[src/global_barrier_arrival_unit_top_defines.svh]
// Assertion macros shared by the barrier arrival unit.
// Each macro expects clk_i and rst_ni to be visible where it is used.
`ifndef GLOBAL_BARRIER_ARRIVAL_UNIT_TOP_DEFINES_SVH
`define GLOBAL_BARRIER_ARRIVAL_UNIT_TOP_DEFINES_SVH

// The consequent must hold in the same cycle as the antecedent.
`define GBAU_ASSERT_SAME(label, ante, cons) \
  label: assert property (@(posedge clk_i) disable iff (!rst_ni) (ante) |-> (cons)) \
    else $error("barrier arrival unit: same-cycle check failed");

// The consequent must hold in the cycle after the antecedent.
`define GBAU_ASSERT_NEXT(label, ante, cons) \
  label: assert property (@(posedge clk_i) disable iff (!rst_ni) (ante) |=> (cons)) \
    else $error("barrier arrival unit: next-cycle check failed");

`endif

[src/gbau_pkg.sv]
`default_nettype none

package gbau_pkg;

  // Field widths of the arrival and resume transfers.
  localparam int unsigned BARRIER_ID_W  = 10;
  localparam int unsigned COUNT_W       = 5;
  localparam int unsigned CORE_ID_W     = 8;
  localparam int unsigned RESUME_CORE_W = 4;

  // Default configuration of the barrier unit.
  localparam int unsigned NUM_BARRIERS_DEF    = 8;
  localparam int unsigned SOCKETS_DEF         = 4;
  localparam int unsigned CORES_PER_GROUP_DEF = 4;

endpackage

`default_nettype wire

[src/gbau_arrival_if.sv]
`default_nettype none

interface gbau_arrival_if;
  import gbau_pkg::*;

  logic                     valid;
  logic                     ready;
  logic [BARRIER_ID_W-1:0]  barrier_id;
  logic [COUNT_W-1:0]       expected_count;
  logic [CORE_ID_W-1:0]     arriving_core;

  modport source (
    output valid, barrier_id, expected_count, arriving_core,
    input  ready
  );

  modport sink (
    input  valid, barrier_id, expected_count, arriving_core,
    output ready
  );
endinterface

`default_nettype wire

[src/gbau_resume_if.sv]
`default_nettype none

interface gbau_resume_if;
  import gbau_pkg::*;

  logic                      valid;
  logic                      ready;
  logic [RESUME_CORE_W-1:0]  resume_core;
  logic [BARRIER_ID_W-1:0]   resume_barrier;
  logic                      last_resume;

  modport source (
    output valid, resume_core, resume_barrier, last_resume,
    input  ready
  );

  modport sink (
    input  valid, resume_core, resume_barrier, last_resume,
    output ready
  );
endinterface

`default_nettype wire

[src/gbau_ram.sv]
`default_nettype none

// Simple dual-port RAM: one write port, one read port, registered read data.
module gbau_ram #(
  parameter int unsigned WIDTH = 8,
  parameter int unsigned DEPTH = 8,
  localparam int unsigned AW = (DEPTH > 1) ? $clog2(DEPTH) : 1
) (
  input  wire logic             clk_i,
  input  wire logic             we_i,
  input  wire logic [AW-1:0]    waddr_i,
  input  wire logic [WIDTH-1:0] wdata_i,
  input  wire logic             re_i,
  input  wire logic [AW-1:0]    raddr_i,
  output logic      [WIDTH-1:0] rdata_o
);

  logic [WIDTH-1:0] mem_q [DEPTH];
  logic [WIDTH-1:0] rdata_q;

  always_ff @(posedge clk_i) begin
    if (we_i) begin
      mem_q[waddr_i] <= wdata_i;
    end
    if (re_i) begin
      rdata_q <= mem_q[raddr_i];
    end
  end

  assign rdata_o = rdata_q;

endmodule

`default_nettype wire

[src/global_barrier_arrival_unit_top.sv]
`default_nettype none
// Counting barrier with one arrival mask per barrier slot. Each arrival transfer names a
// barrier, the number of distinct cores that releases it and the arriving core; the core's
// bit is set in the slot's mask (the slot being the barrier id modulo NUM_BARRIERS, the
// local core the core id modulo SOCKETS * CORES_PER_GROUP), and a repeat arrival is not
// counted twice. When the number of set bits equals the count of the arrival, one resume
// transfer per set core leaves in ascending order of local index, carrying the full barrier
// id and a flag on the last one, and the mask is cleared. The block works on one arrival at
// a time: in the idle state an arrival is taken and both quotients are formed by a
// multiplication with a constant reciprocal; in the modulo state the remainders are formed
// and the mask memory is read, and in the read state the entry is modified and written
// back. A release then steps through the local core positions up to the highest set one,
// pausing whenever the resume output register is held by a stalled sink. Masks are cleared
// at reset through one valid flag per slot, so no clearing pass is needed and the block
// accepts arrivals straight after reset.

`include "global_barrier_arrival_unit_top_defines.svh"

module global_barrier_arrival_unit_top #(
  parameter int unsigned NUM_BARRIERS    = gbau_pkg::NUM_BARRIERS_DEF,
  parameter int unsigned SOCKETS         = gbau_pkg::SOCKETS_DEF,
  parameter int unsigned CORES_PER_GROUP = gbau_pkg::CORES_PER_GROUP_DEF
) (
  input  wire logic      clk_i,
  input  wire logic      rst_ni,
  gbau_arrival_if.sink   in_i,
  gbau_resume_if.source  out_o
);
  import gbau_pkg::*;

  // Derived sizes. The mask memory holds, per slot, a count of set bits above the mask.
  localparam int unsigned CT    = SOCKETS * CORES_PER_GROUP;
  localparam int unsigned SW    = (NUM_BARRIERS > 1) ? $clog2(NUM_BARRIERS) : 1;
  localparam int unsigned CW    = (CT > 1) ? $clog2(CT) : 1;
  localparam int unsigned CNTW  = $clog2(CT + 1);
  localparam int unsigned CMPW  = (CNTW > COUNT_W) ? CNTW : COUNT_W;
  localparam int unsigned EW    = CNTW + CT;

  // Reciprocal constants for the two modulo reductions. With a shift of sixteen the
  // rounded-up reciprocal gives the exact quotient for every id of the field widths,
  // as long as the divisors stay within their parameter ranges.
  localparam int unsigned RECIP_SH   = 16;
  localparam int unsigned SLOT_RECIP = ((32'd1 << RECIP_SH) + NUM_BARRIERS - 1) / NUM_BARRIERS;
  localparam int unsigned CORE_RECIP = ((32'd1 << RECIP_SH) + CT - 1) / CT;
  localparam int unsigned BPW        = BARRIER_ID_W + RECIP_SH;
  localparam int unsigned CPW        = CORE_ID_W + RECIP_SH;
  localparam logic [BARRIER_ID_W-1:0] NB_W = BARRIER_ID_W'(NUM_BARRIERS);
  localparam logic [CORE_ID_W-1:0]    CT_W = CORE_ID_W'(CT);

  // Sequencer states.
  localparam logic [1:0] S_IDLE = 2'd0;
  localparam logic [1:0] S_MOD  = 2'd1;
  localparam logic [1:0] S_READ = 2'd2;
  localparam logic [1:0] S_EMIT = 2'd3;

  logic [1:0]              state_q, state_d;
  logic [BARRIER_ID_W-1:0] bid_q, bid_d;
  logic [COUNT_W-1:0]      want_q, want_d;
  logic [CORE_ID_W-1:0]    core_q, core_d;
  logic [BARRIER_ID_W-1:0] bid_quot_q, bid_quot_d;
  logic [CORE_ID_W-1:0]    core_quot_q, core_quot_d;
  logic [SW-1:0]           slot_q, slot_d;
  logic [CW-1:0]           local_q, local_d;
  logic [CT-1:0]           mask_q, mask_d;
  logic [CNTW-1:0]         remain_q, remain_d;
  logic [CW-1:0]           idx_q, idx_d;
  logic [NUM_BARRIERS-1:0] valid_q, valid_d;

  logic                     out_valid_q, out_valid_d;
  logic [RESUME_CORE_W-1:0] out_core_q, out_core_d;
  logic [BARRIER_ID_W-1:0]  out_bid_q, out_bid_d;
  logic                     out_last_q, out_last_d;

  // Memory port signals.
  logic          ram_we, ram_re;
  logic [SW-1:0] ram_waddr, ram_raddr;
  logic [EW-1:0] ram_wdata, ram_rdata;

  // Modulo reduction: the quotients come from the arriving transfer, the remainders
  // from the captured ids in the cycle after.
  logic [BPW-1:0]          bid_prod;
  logic [CPW-1:0]          core_prod;
  logic [BARRIER_ID_W-1:0] slot_full;
  logic [CORE_ID_W-1:0]    local_full;

  always_comb begin
    bid_prod   = BPW'(32'(in_i.barrier_id) * SLOT_RECIP);
    core_prod  = CPW'(32'(in_i.arriving_core) * CORE_RECIP);
    slot_full  = bid_q - bid_quot_q * NB_W;
    local_full = core_q - core_quot_q * CT_W;
  end

  // Read-modify of the slot entry. A slot whose flag is clear reads as an empty mask.
  logic [EW-1:0]   entry;
  logic [CT-1:0]   old_mask, new_mask, core_bit;
  logic [CNTW-1:0] old_cnt, new_cnt;
  logic            repeat_hit, release_hit;

  always_comb begin
    entry       = valid_q[slot_q] ? ram_rdata : '0;
    old_mask    = entry[CT-1:0];
    old_cnt     = entry[EW-1:CT];
    core_bit    = CT'(1) << local_q;
    repeat_hit  = |(old_mask & core_bit);
    new_mask    = old_mask | core_bit;
    new_cnt     = repeat_hit ? old_cnt : old_cnt + CNTW'(1);
    release_hit = (CMPW'(new_cnt) == CMPW'(want_q));
  end

  // The resume register may be loaded when it is empty or is being drained this cycle.
  logic        slot_free;
  logic [31:0] idx_ext;

  assign slot_free = !out_valid_q || out_o.ready;
  assign idx_ext   = 32'(idx_q);

  always_comb begin
    state_d     = state_q;
    bid_d       = bid_q;
    want_d      = want_q;
    core_d      = core_q;
    bid_quot_d  = bid_quot_q;
    core_quot_d = core_quot_q;
    slot_d      = slot_q;
    local_d     = local_q;
    mask_d      = mask_q;
    remain_d    = remain_q;
    idx_d       = idx_q;
    valid_d     = valid_q;
    out_valid_d = out_valid_q;
    out_core_d  = out_core_q;
    out_bid_d   = out_bid_q;
    out_last_d  = out_last_q;
    ram_we      = 1'b0;
    ram_re      = 1'b0;
    ram_waddr   = slot_q;
    ram_raddr   = slot_full[SW-1:0];
    ram_wdata   = {new_cnt, new_mask};

    if (out_valid_q && out_o.ready) begin
      out_valid_d = 1'b0;
    end

    unique case (state_q)
      S_IDLE: begin
        if (in_i.valid) begin
          bid_d       = in_i.barrier_id;
          want_d      = in_i.expected_count;
          core_d      = in_i.arriving_core;
          bid_quot_d  = bid_prod[BPW-1:RECIP_SH];
          core_quot_d = core_prod[CPW-1:RECIP_SH];
          state_d     = S_MOD;
        end
      end
      S_MOD: begin
        slot_d  = slot_full[SW-1:0];
        local_d = local_full[CW-1:0];
        ram_re  = 1'b1;
        state_d = S_READ;
      end
      S_READ: begin
        ram_we          = 1'b1;
        valid_d[slot_q] = 1'b1;
        if (release_hit) begin
          ram_wdata = '0;
          mask_d    = new_mask;
          remain_d  = new_cnt;
          idx_d     = '0;
          state_d   = S_EMIT;
        end else begin
          state_d = S_IDLE;
        end
      end
      S_EMIT: begin
        if (slot_free) begin
          if (mask_q[0]) begin
            out_valid_d = 1'b1;
            out_core_d  = idx_ext[RESUME_CORE_W-1:0];
            out_bid_d   = bid_q;
            out_last_d  = (remain_q == CNTW'(1));
            remain_d    = remain_q - CNTW'(1);
            if (remain_q == CNTW'(1)) begin
              state_d = S_IDLE;
            end
          end
          mask_d = mask_q >> 1;
          idx_d  = idx_q + CW'(1);
        end
      end
      default: begin
        state_d = S_IDLE;
      end
    endcase
  end

  always_ff @(posedge clk_i or negedge rst_ni) begin
    if (!rst_ni) begin
      state_q     <= S_IDLE;
      valid_q     <= '0;
      out_valid_q <= 1'b0;
    end else begin
      state_q     <= state_d;
      valid_q     <= valid_d;
      out_valid_q <= out_valid_d;
    end
  end

  always_ff @(posedge clk_i) begin
    bid_q       <= bid_d;
    want_q      <= want_d;
    core_q      <= core_d;
    bid_quot_q  <= bid_quot_d;
    core_quot_q <= core_quot_d;
    slot_q      <= slot_d;
    local_q     <= local_d;
    mask_q      <= mask_d;
    remain_q    <= remain_d;
    idx_q       <= idx_d;
    out_core_q  <= out_core_d;
    out_bid_q   <= out_bid_d;
    out_last_q  <= out_last_d;
  end

  // Mask memory: a count of set bits and the arrival mask per slot.
  gbau_ram #(
    .WIDTH (EW),
    .DEPTH (NUM_BARRIERS)
  ) u_mask_ram (
    .clk_i   (clk_i),
    .we_i    (ram_we),
    .waddr_i (ram_waddr),
    .wdata_i (ram_wdata),
    .re_i    (ram_re),
    .raddr_i (ram_raddr),
    .rdata_o (ram_rdata)
  );

  assign in_i.ready           = (state_q == S_IDLE);
  assign out_o.valid          = out_valid_q;
  assign out_o.resume_core    = out_core_q;
  assign out_o.resume_barrier = out_bid_q;
  assign out_o.last_resume    = out_last_q;

  // An accepted arrival always starts the modulo reduction.
  `GBAU_ASSERT_NEXT(a_accept_starts_mod, in_i.valid && in_i.ready, state_q == S_MOD)
  // While resumes are being emitted, some are still owed and some mask bit remains.
  `GBAU_ASSERT_SAME(a_emit_owes_resume, state_q == S_EMIT, remain_q != '0)
  `GBAU_ASSERT_SAME(a_emit_mask_live, state_q == S_EMIT, mask_q != '0)

endmodule

`default_nettype wire
[src/flat_wrapper.sv]
// flat-port wrapper written by rule: the top's interface ports become plain ports
module global_barrier_arrival_unit_top_flat import gbau_pkg::*;
#(
  parameter int unsigned NUM_BARRIERS    = gbau_pkg::NUM_BARRIERS_DEF,
  parameter int unsigned SOCKETS         = gbau_pkg::SOCKETS_DEF,
  parameter int unsigned CORES_PER_GROUP = gbau_pkg::CORES_PER_GROUP_DEF
)
  (clk_i, rst_ni, in_i_valid, in_i_barrier_id, in_i_expected_count, in_i_arriving_core, in_i_ready, out_o_valid, out_o_resume_core, out_o_resume_barrier, out_o_last_resume, out_o_ready);
  gbau_arrival_if in_i_i ();
  gbau_resume_if out_o_i ();
  input  wire logic clk_i;
  input  wire logic rst_ni;
  input wire logic [$bits(in_i_i.valid)-1:0] in_i_valid;
  input wire logic [$bits(in_i_i.barrier_id)-1:0] in_i_barrier_id;
  input wire logic [$bits(in_i_i.expected_count)-1:0] in_i_expected_count;
  input wire logic [$bits(in_i_i.arriving_core)-1:0] in_i_arriving_core;
  output wire logic [$bits(in_i_i.ready)-1:0] in_i_ready;
  output wire logic [$bits(out_o_i.valid)-1:0] out_o_valid;
  output wire logic [$bits(out_o_i.resume_core)-1:0] out_o_resume_core;
  output wire logic [$bits(out_o_i.resume_barrier)-1:0] out_o_resume_barrier;
  output wire logic [$bits(out_o_i.last_resume)-1:0] out_o_last_resume;
  input wire logic [$bits(out_o_i.ready)-1:0] out_o_ready;
  assign in_i_i.valid = in_i_valid;
  assign in_i_i.barrier_id = in_i_barrier_id;
  assign in_i_i.expected_count = in_i_expected_count;
  assign in_i_i.arriving_core = in_i_arriving_core;
  assign in_i_ready = in_i_i.ready;
  assign out_o_valid = out_o_i.valid;
  assign out_o_resume_core = out_o_i.resume_core;
  assign out_o_resume_barrier = out_o_i.resume_barrier;
  assign out_o_last_resume = out_o_i.last_resume;
  assign out_o_i.ready = out_o_ready;
  global_barrier_arrival_unit_top #(.NUM_BARRIERS(NUM_BARRIERS), .SOCKETS(SOCKETS), .CORES_PER_GROUP(CORES_PER_GROUP)) u_core (.clk_i(clk_i), .rst_ni(rst_ni), .in_i(in_i_i), .out_o(out_o_i));
endmodule
[config.mk]
export PLATFORM = sky130hd
export DESIGN_NAME = global_barrier_arrival_unit_top_flat
export DESIGN_NICKNAME = d
export VERILOG_FILES = /design/src/gbau_pkg.sv /design/src/gbau_arrival_if.sv /design/src/gbau_resume_if.sv /design/src/gbau_ram.sv /design/src/global_barrier_arrival_unit_top.sv /design/src/flat_wrapper.sv
export VERILOG_INCLUDE_DIRS = /design/src /design/src/src
export SDC_FILE = /design/constraint.sdc
export NUM_CORES = 1
export LEC_CHECK = 0
export BUFFER_PORTS_ARGS = -buffer_cell sky130_fd_sc_hd__buf_2
export CAP_MARGIN = 20
export CORE_MARGIN = 2
export CORE_UTILIZATION = 50
export CTS_BUF_LIST = sky130_fd_sc_hd__clkbuf_8
export CTS_CLUSTER_SIZE = 30
export DETAILED_ROUTE_END_ITERATION = 8
export PLACE_DENSITY = 0.69
export SKIP_LAST_GASP = 1
export SYNTH_ARGS = -nofsm -noshare
export SYNTH_HDL_FRONTEND = slang
export SYNTH_HIERARCHICAL = 1
export SYNTH_SLANG_ARGS = --single-unit
[constraint.sdc]
create_clock -name clk_i -period 5.2 [get_ports clk_i]
set_clock_uncertainty 0.2 [all_clocks]
set_input_delay 0.26 -clock clk_i [delete_from_list [all_inputs] [get_ports clk_i]]
set_output_delay 0.26 -clock clk_i [all_outputs]
set_load 0.01 [all_outputs]
Word level (Yosys, flattened, before mapping)
Memories as Yosys holds them, arrays and structs flattened. A register that Yosys moved wholly into a read port is not among the register bits.
Index checks and enable logic that the tools add are counted.
{ "op_classes": {"n_addsub": 5, "order_cmp": 2, "n_eq_ne": 10, "shifts": 1, "muxes": 32, "bitwise": 3, "reduce_logical": 12} }
{ "ops": {"columns": ["operator", "count"], "rows": [
  ["21-bit 2-to-1 mux", 3],
  ["16-bit 2-to-1 mux", 2],
  ["16-bit one-hot mux with 2 select lines", 1],
  ["5-bit 2-to-1 mux", 4],
  ["16-bit bitwise AND", 1],
  ["16-bit bitwise OR", 1],
  ["16-bit OR reduction", 1],
  ["1-bit by 4-bit << shifter with 16-bit output (first input constant)", 1],
  ["1-bit 2-to-1 mux", 10],
  ["2-bit 2-to-1 mux", 5],
  ["5-bit one-hot mux with 2 select lines", 1],
  ["4-bit 2-to-1 mux", 2],
  ["2-bit by 1-bit inequality test with 1-bit output (second input constant)", 4],
  ["8-bit bitwise OR", 1],
  ["2-bit one-hot mux with 4 select lines", 1],
  ["4-bit one-hot mux with 2 select lines", 1],
  ["4-bit AND reduction", 2],
  ["3-bit AND reduction", 2],
  ["5-bit by 1-bit adder with 5-bit output (second input constant)", 1],
  ["5-bit by 1-bit equality test with 1-bit output (second input constant)", 1],
  ["5-bit equality test", 1],
  ["5-bit by 1-bit subtractor with 5-bit output (second input constant)", 1],
  ["4-bit by 1-bit adder with 4-bit output (second input constant)", 1],
  ["2-bit equality test (second input constant)", 2],
  ["14 further kinds", 15]
]} }
{ "word_totals": {"register_bits": 77, "ram_bits": 168, "input_bits": 27, "out_inout_bits": 17, "word_cells": 80, "mem_count": 1} }
{ "mem_list": {"columns": ["name", "words", "width", "read_ports", "rd_ports_with_merged_regs", "wr", "line_no", "text"], "rows": [
  ["u_core.u_mask_ram.mem_q", 8, 21, 1, 1, 1, "gbau_ram.sv:18", "logic [WIDTH-1:0] mem_q [DEPTH];"]
]} }

Logic depth before layout (Yosys ltp)
{ "logic_depth": {"ltp_word": 9, "mapped_depth": 14, "depth_no_buf": 10} }

Cells and area by module
Netlist, hierarchy kept.
{ "by_module_without_submodules": {"columns": ["module", "instances", "cells_each", "area_per_inst_um2", "seq_area_each_um2"], "rows": [
  ["gbau_ram", 1, 277, 7149.4, 5675.4],
  ["global_barrier_arrival_unit_top", 1, 326, 3858.7, 2257.2]
]} }

Worst setup path before layout
Ideal clock, no wire load.
{ "synth_timing": {"path_type": "register to register", "startpoint": "register u_core.slot_q[0] (netlist: u_core/ram_waddr[0])", "endpoint": "register u_core.idx_q[0] (enable)", "setup_ns": 0.428, "arrival_time_ns": 4.762, "required_time_ns": 4.572, "slack_ns": -0.191, "path_stages_with_launch": 14, "n_path_buf": 3, "period_less_slack_ns": 5.391, "path_cell_list": "edfxtp_1 clkbuf_1 mux4_2 mux2_2 buf_1 clkbuf_1 and2_1 ha_1 xnor2_1 o21a_1 a21oi_1 a2111oi_2 nand3_1 o31ai_1"} }
{ "synth_via": {"elab_chain_len": 9, "word_cells_on_any_way": 10, "cone_classes": "add/sub: 1; eq/ne: 2; mux: 4; bitwise: 1; reduce/logical: 2"} }
{ "synth_rtl": {"columns": ["item", "line_no", "text"], "rows": [
  ["start, declared", "global_barrier_arrival_unit_top.sv:62", "logic [SW-1:0] slot_q, slot_d;"],
  ["start signal, assigned", "global_barrier_arrival_unit_top.sv:214", "slot_q <= slot_d;"],
  ["1-bit binary-select mux with 3-bit select (*)", "global_barrier_arrival_unit_top.sv:100", "entry = valid_q[slot_q] ? ram_rdata : '0;"],
  ["1-bit 2-to-1 mux (not written as such) (*)", "global_barrier_arrival_unit_top.sv:100", null],
  ["21-bit 2-to-1 mux (*)", "global_barrier_arrival_unit_top.sv:100", null],
  ["parallel branches: the longest is 2 deep, another holds 5-bit by 1-bit adder with 5-bit output", null, null],
  ["5-bit 2-to-1 mux (*)", "global_barrier_arrival_unit_top.sv:106", "new_cnt = repeat_hit ? old_cnt : old_cnt + CNTW'(1);"],
  ["5-bit equality test (*)", "global_barrier_arrival_unit_top.sv:107", "release_hit = (CMPW'(new_cnt) == CMPW'(want_q));"],
  ["2-bit by 1-bit inequality test with 1-bit output (no line) (*)", null, null],
  ["3-bit AND reduction (no line) (*)", null, null],
  ["end signal, assigned", "global_barrier_arrival_unit_top.sv:218", "idx_q <= idx_d;"],
  ["end, declared", "global_barrier_arrival_unit_top.sv:66", "logic [CW-1:0] idx_q, idx_d;"]
]} }
Every way passes the cells marked *. The select of a mux whose other input is x is not followed.
A chain may end at the register's enable or synchronous reset.

Final worst setup path
{ "layout_timing": {"startpoint": "register u_core.slot_q[0] (netlist: u_core/ram_waddr[0])", "endpoint": "register u_core.remain_q[0] (enable)"} }
{ "layout_via": {"elab_chain_len": 9, "word_cells_on_any_way": 10, "cone_classes": "add/sub: 1; eq/ne: 2; mux: 4; bitwise: 1; reduce/logical: 2"} }
{ "layout_rtl": {"columns": ["item", "line_no", "text"], "rows": [
  ["1-bit binary-select mux with 3-bit select (*)", "global_barrier_arrival_unit_top.sv:100", null],
  ["1-bit 2-to-1 mux (not written as such) (*)", "global_barrier_arrival_unit_top.sv:100", null],
  ["21-bit 2-to-1 mux (*)", "global_barrier_arrival_unit_top.sv:100", null],
  ["parallel branches: the longest is 2 deep, another holds 5-bit by 1-bit adder with 5-bit output", null, null],
  ["5-bit 2-to-1 mux (*)", "global_barrier_arrival_unit_top.sv:106", null],
  ["5-bit equality test (*)", "global_barrier_arrival_unit_top.sv:107", null],
  ["2-bit by 1-bit inequality test with 1-bit output (no line) (*)", null, null],
  ["4-bit AND reduction (no line) (*)", null, null],
  ["end signal, assigned", "global_barrier_arrival_unit_top.sv:217", "remain_q <= remain_d;"],
  ["end, declared", "global_barrier_arrival_unit_top.sv:65", "logic [CNTW-1:0] remain_q, remain_d;"]
]} }
Marked as above.

==> run metrics <==
Antenna Violating Nets Remaining=0; Crit. End Element=register; Synth Warn #=6; largest net degree at the start of global routing=45; status=complete, no violations; worst skew pair latency=approximately 0.55 ns; hold crit path type=input port to register; final-report setup violation count=0; drc violations=0; top cells by count, synth=edfxtp_1 (255), mux4_1 (40), nor2_1 (37); Final nets=714; CTS max path bufs=3; syn nets=634; max-cap violations=0; Iteration-0 DRC Markers=between 600 and 700; Req. time, crit path=5.18 ns; vias in the first global route=between 6k and 7k; CTS tree=built; Tmin final=around 4.6 ns; initial core utilization=50.76%; Antenna Cells=0; top_reg_cell synth=edfxtp_1; PostCTS Resize Cnt=0; Syn Area/Cell=18.26 um^2; Max FO, Critical Path=37; Die W=152.4 um; max incr delay on CP=0.74 ns; placed inst area=0.01150 mm^2; Detailed Route WL=around 22000 um; Avg WL per Cell=22.62 um; worst vdd ir=0.1499 mV; FF+latch area=0.007933 mm^2; die footprint=0.02322 mm^2; GP Congestion=between 0.8 and 0.9; cell chain of the critical path=mux4_2 -> mux2_2 -> and2_1 -> ha_1 -> xnor2_1 -> o21a_1 -> a21oi_1 -> a2111oi_2 -> nand3_1 -> o31ai_1; kind of critical path=register to register; grt total ovfl=0; Yosys reg bits=approximately 270; drt pass-1 iters=5; area of the multi-input gates=0.002902 mm^2; area of the core=0.02169 mm^2; H-tree depth=2; ratio of cells with drive above 1 in the final layout=between 20% and 30%; Distinct cells, synth=57; Rows=54; hold_buf cts=22; Post-synth EDFFs=255; Top Metal Used=met4; first-pass GRT wire length=34360 um; Setup Fix Bufs, Post-CTS=0; Synth Instances=603; Worst slew margin=28.38%; Final period util=slightly below 90%; sum of routed wire segments on met1=between 9000 and 10000 um; startpoint types=register; cell type with the largest total area after synthesis=edfxtp_1; post-DR vias/cell=6.031; fillers=1584; R2R setup slack=about 0.60 ns; PortBufs=39; RSZ-0062 raised after global routing=no; Leak Pwr=0.004760 uW; clk sinks=approximately 270; power density cells=323.1 mW/mm^2; ys async rst share=4.135%; Num CTS Buffers=42; Crit-path slowest cell=o31ai_1; GR Util All Layers=19.33%; Die Span Y=152.4 um; met3 wire length=1428 um; Synth top area share=69.56%; total number of vias=5995; Final HPWL DP=12770 um; antenna violations before repair=0; Max Clk Rate=0.2176 GHz; sequential fraction of the synthesis area=72.06%; root buf cell=clkbuf_8; Max Slew Vio Count=0; pin slew with the least headroom to its limit=around 1.1 ns; final-report hold violation count=0; Clk pin slew, worst setup/hold paths=0.06 ns; Layout area overhead=14.01%; # IOs=44; Arr. time, crit path=4.57 ns; cell area after layout=0.01255 mm^2; Mapped Area=0.01101 mm^2; count leader, synth=edfxtp_1; main area contributors after synthesis=edfxtp_1 (70%), mux4_1 (9.5%), dfrtp_1 (2.5%), mux2_2 (2.3%), a31oi_1 (1.3%); WL met2=11030 um; Setup TNS=0 ns
-- power breakdown --
part,total [uW],switching (uW),internal (uW)
clock,1720,781,937
combinational,23.1,6.49,16.6
sequential,2310,0,2310
total,4060,787,3270
-- layer usage --
layer  GRT usage (%)  vias to the layer above
met5               0                        -
li1                -                     2655
met2           31.60                      229
met4           7.121                        0
met3           3.896                       47
met1           26.07                     3064
-- per-stage QoR --
step / power, uW / hold slack, ns / utilization, % / std cells / worst slack, ns
2_1_floorplan: 2359 / -0.2356 / - / 603 / 0.4179
3_3_place_gp: 2369 / -0.06558 / 53.01 / 896 / 0.8202
3_5_place_dp: 2369 / -0.05384 / 53.01 / 896 / 0.6641
4_1_cts: 4104 / 0.1996 / 57.80 / 993 / 0.6559
5_1_grt: 4197 / 0.1000 / 57.87 / 994 / 0.3198
6_report: 4056 / 0.1101 / 57.87 / 994 / 0.6038
-- final timing paths --
kind                                               start                                  endpoint  cells after the start
setup / recovery           u_core/ram_waddr[0]$_DFFE_PP_              u_core/remain_q[0]$_DFFE_PP_                     10
hold / removal                                in_i_valid                u_core/want_q[2]$_DFFE_PP_                      2
setup reg to reg           u_core/ram_waddr[0]$_DFFE_PP_              u_core/remain_q[0]$_DFFE_PP_                     10
hold reg to reg                u_core/bid_q[6]$_DFFE_PP_  u_core/out_o.resume_barrier[6]$_DFFE_PP_                      0
max in group asynchronous                         rst_ni             u_core/valid_q[5]$_DFFE_PN0P_                      3
min in group asynchronous                         rst_ni             u_core/state_q[0]$_DFFE_PN0P_                      3
-- worst max-delay path: cells and delay by family (launching register included) --
kind | cells | cell delay [ns]
flip-flops | 1 | 0.61
AO/OA/AOI/OAI | 4 | 1.23
multiplexers | 2 | 1.09
AND/OR/NAND/NOR | 2 | 0.53
XOR/XNOR | 1 | 0.19
adder cells (fa/ha/maj) | 1 | 0.35
-- cell usage in the layout (no fill, tap or decap), types with 8 or more instances in the layout --
cell type	instances
edfxtp_1	255
clkbuf_8	44
mux4_1	40
buf_2	39
nor2_1	31
a21oi_1	23
a31oi_1	23
dlygate4sd3_1	22
mux2_2	22
inv_1	16
nand2_1	12
a22oi_1	12
buf_4	12
clkinv_1	11
nand3_1	11
dfrtp_1	11
nor2b_1	8
-- final cells by class --
class,instances,share of cell area (%)
flip-flops and latches,266,63.20
multi-input cells,292,23.12
clock buffers,44,4.825
repair buffers,74,4.147
well taps,280,2.791
clock inverters,31,1.705
inverters,7,0.2094
-- registers in the layout, summed over array words and instances, names as in the netlist --
signal,flops
u_core/valid_q,8
u_core/out_o.resume_barrier,10
u_core/remain_q,5
u_core/bid_q,10
u_core/local_q,4
u_core/out_o.valid,1
u_core/mask_q,16
u_core/state_q,2
u_core/want_q,5
u_core/out_o.resume_core,4
u_core/idx_q,4
u_core/u_mask_ram/mem_q,168
u_core/core_q,4
u_core/u_mask_ram/rdata_o,21
u_core/out_o.last_resume,1
u_core/ram_waddr,3
-- cell families after synthesis --
family,after synthesis,share of synthesized area (%)
xor gates and xnor gates,8,0.6365
muxes,73,13.25
AOI/OAI and AO/OA,97,6.047
adders and majority gates,4,0.4547
DFF,266,72.06
buffers and inverters,45,2.205
and+or+nand+nor,110,5.342
No activity file was read; power rests on OpenSTA's default activity.
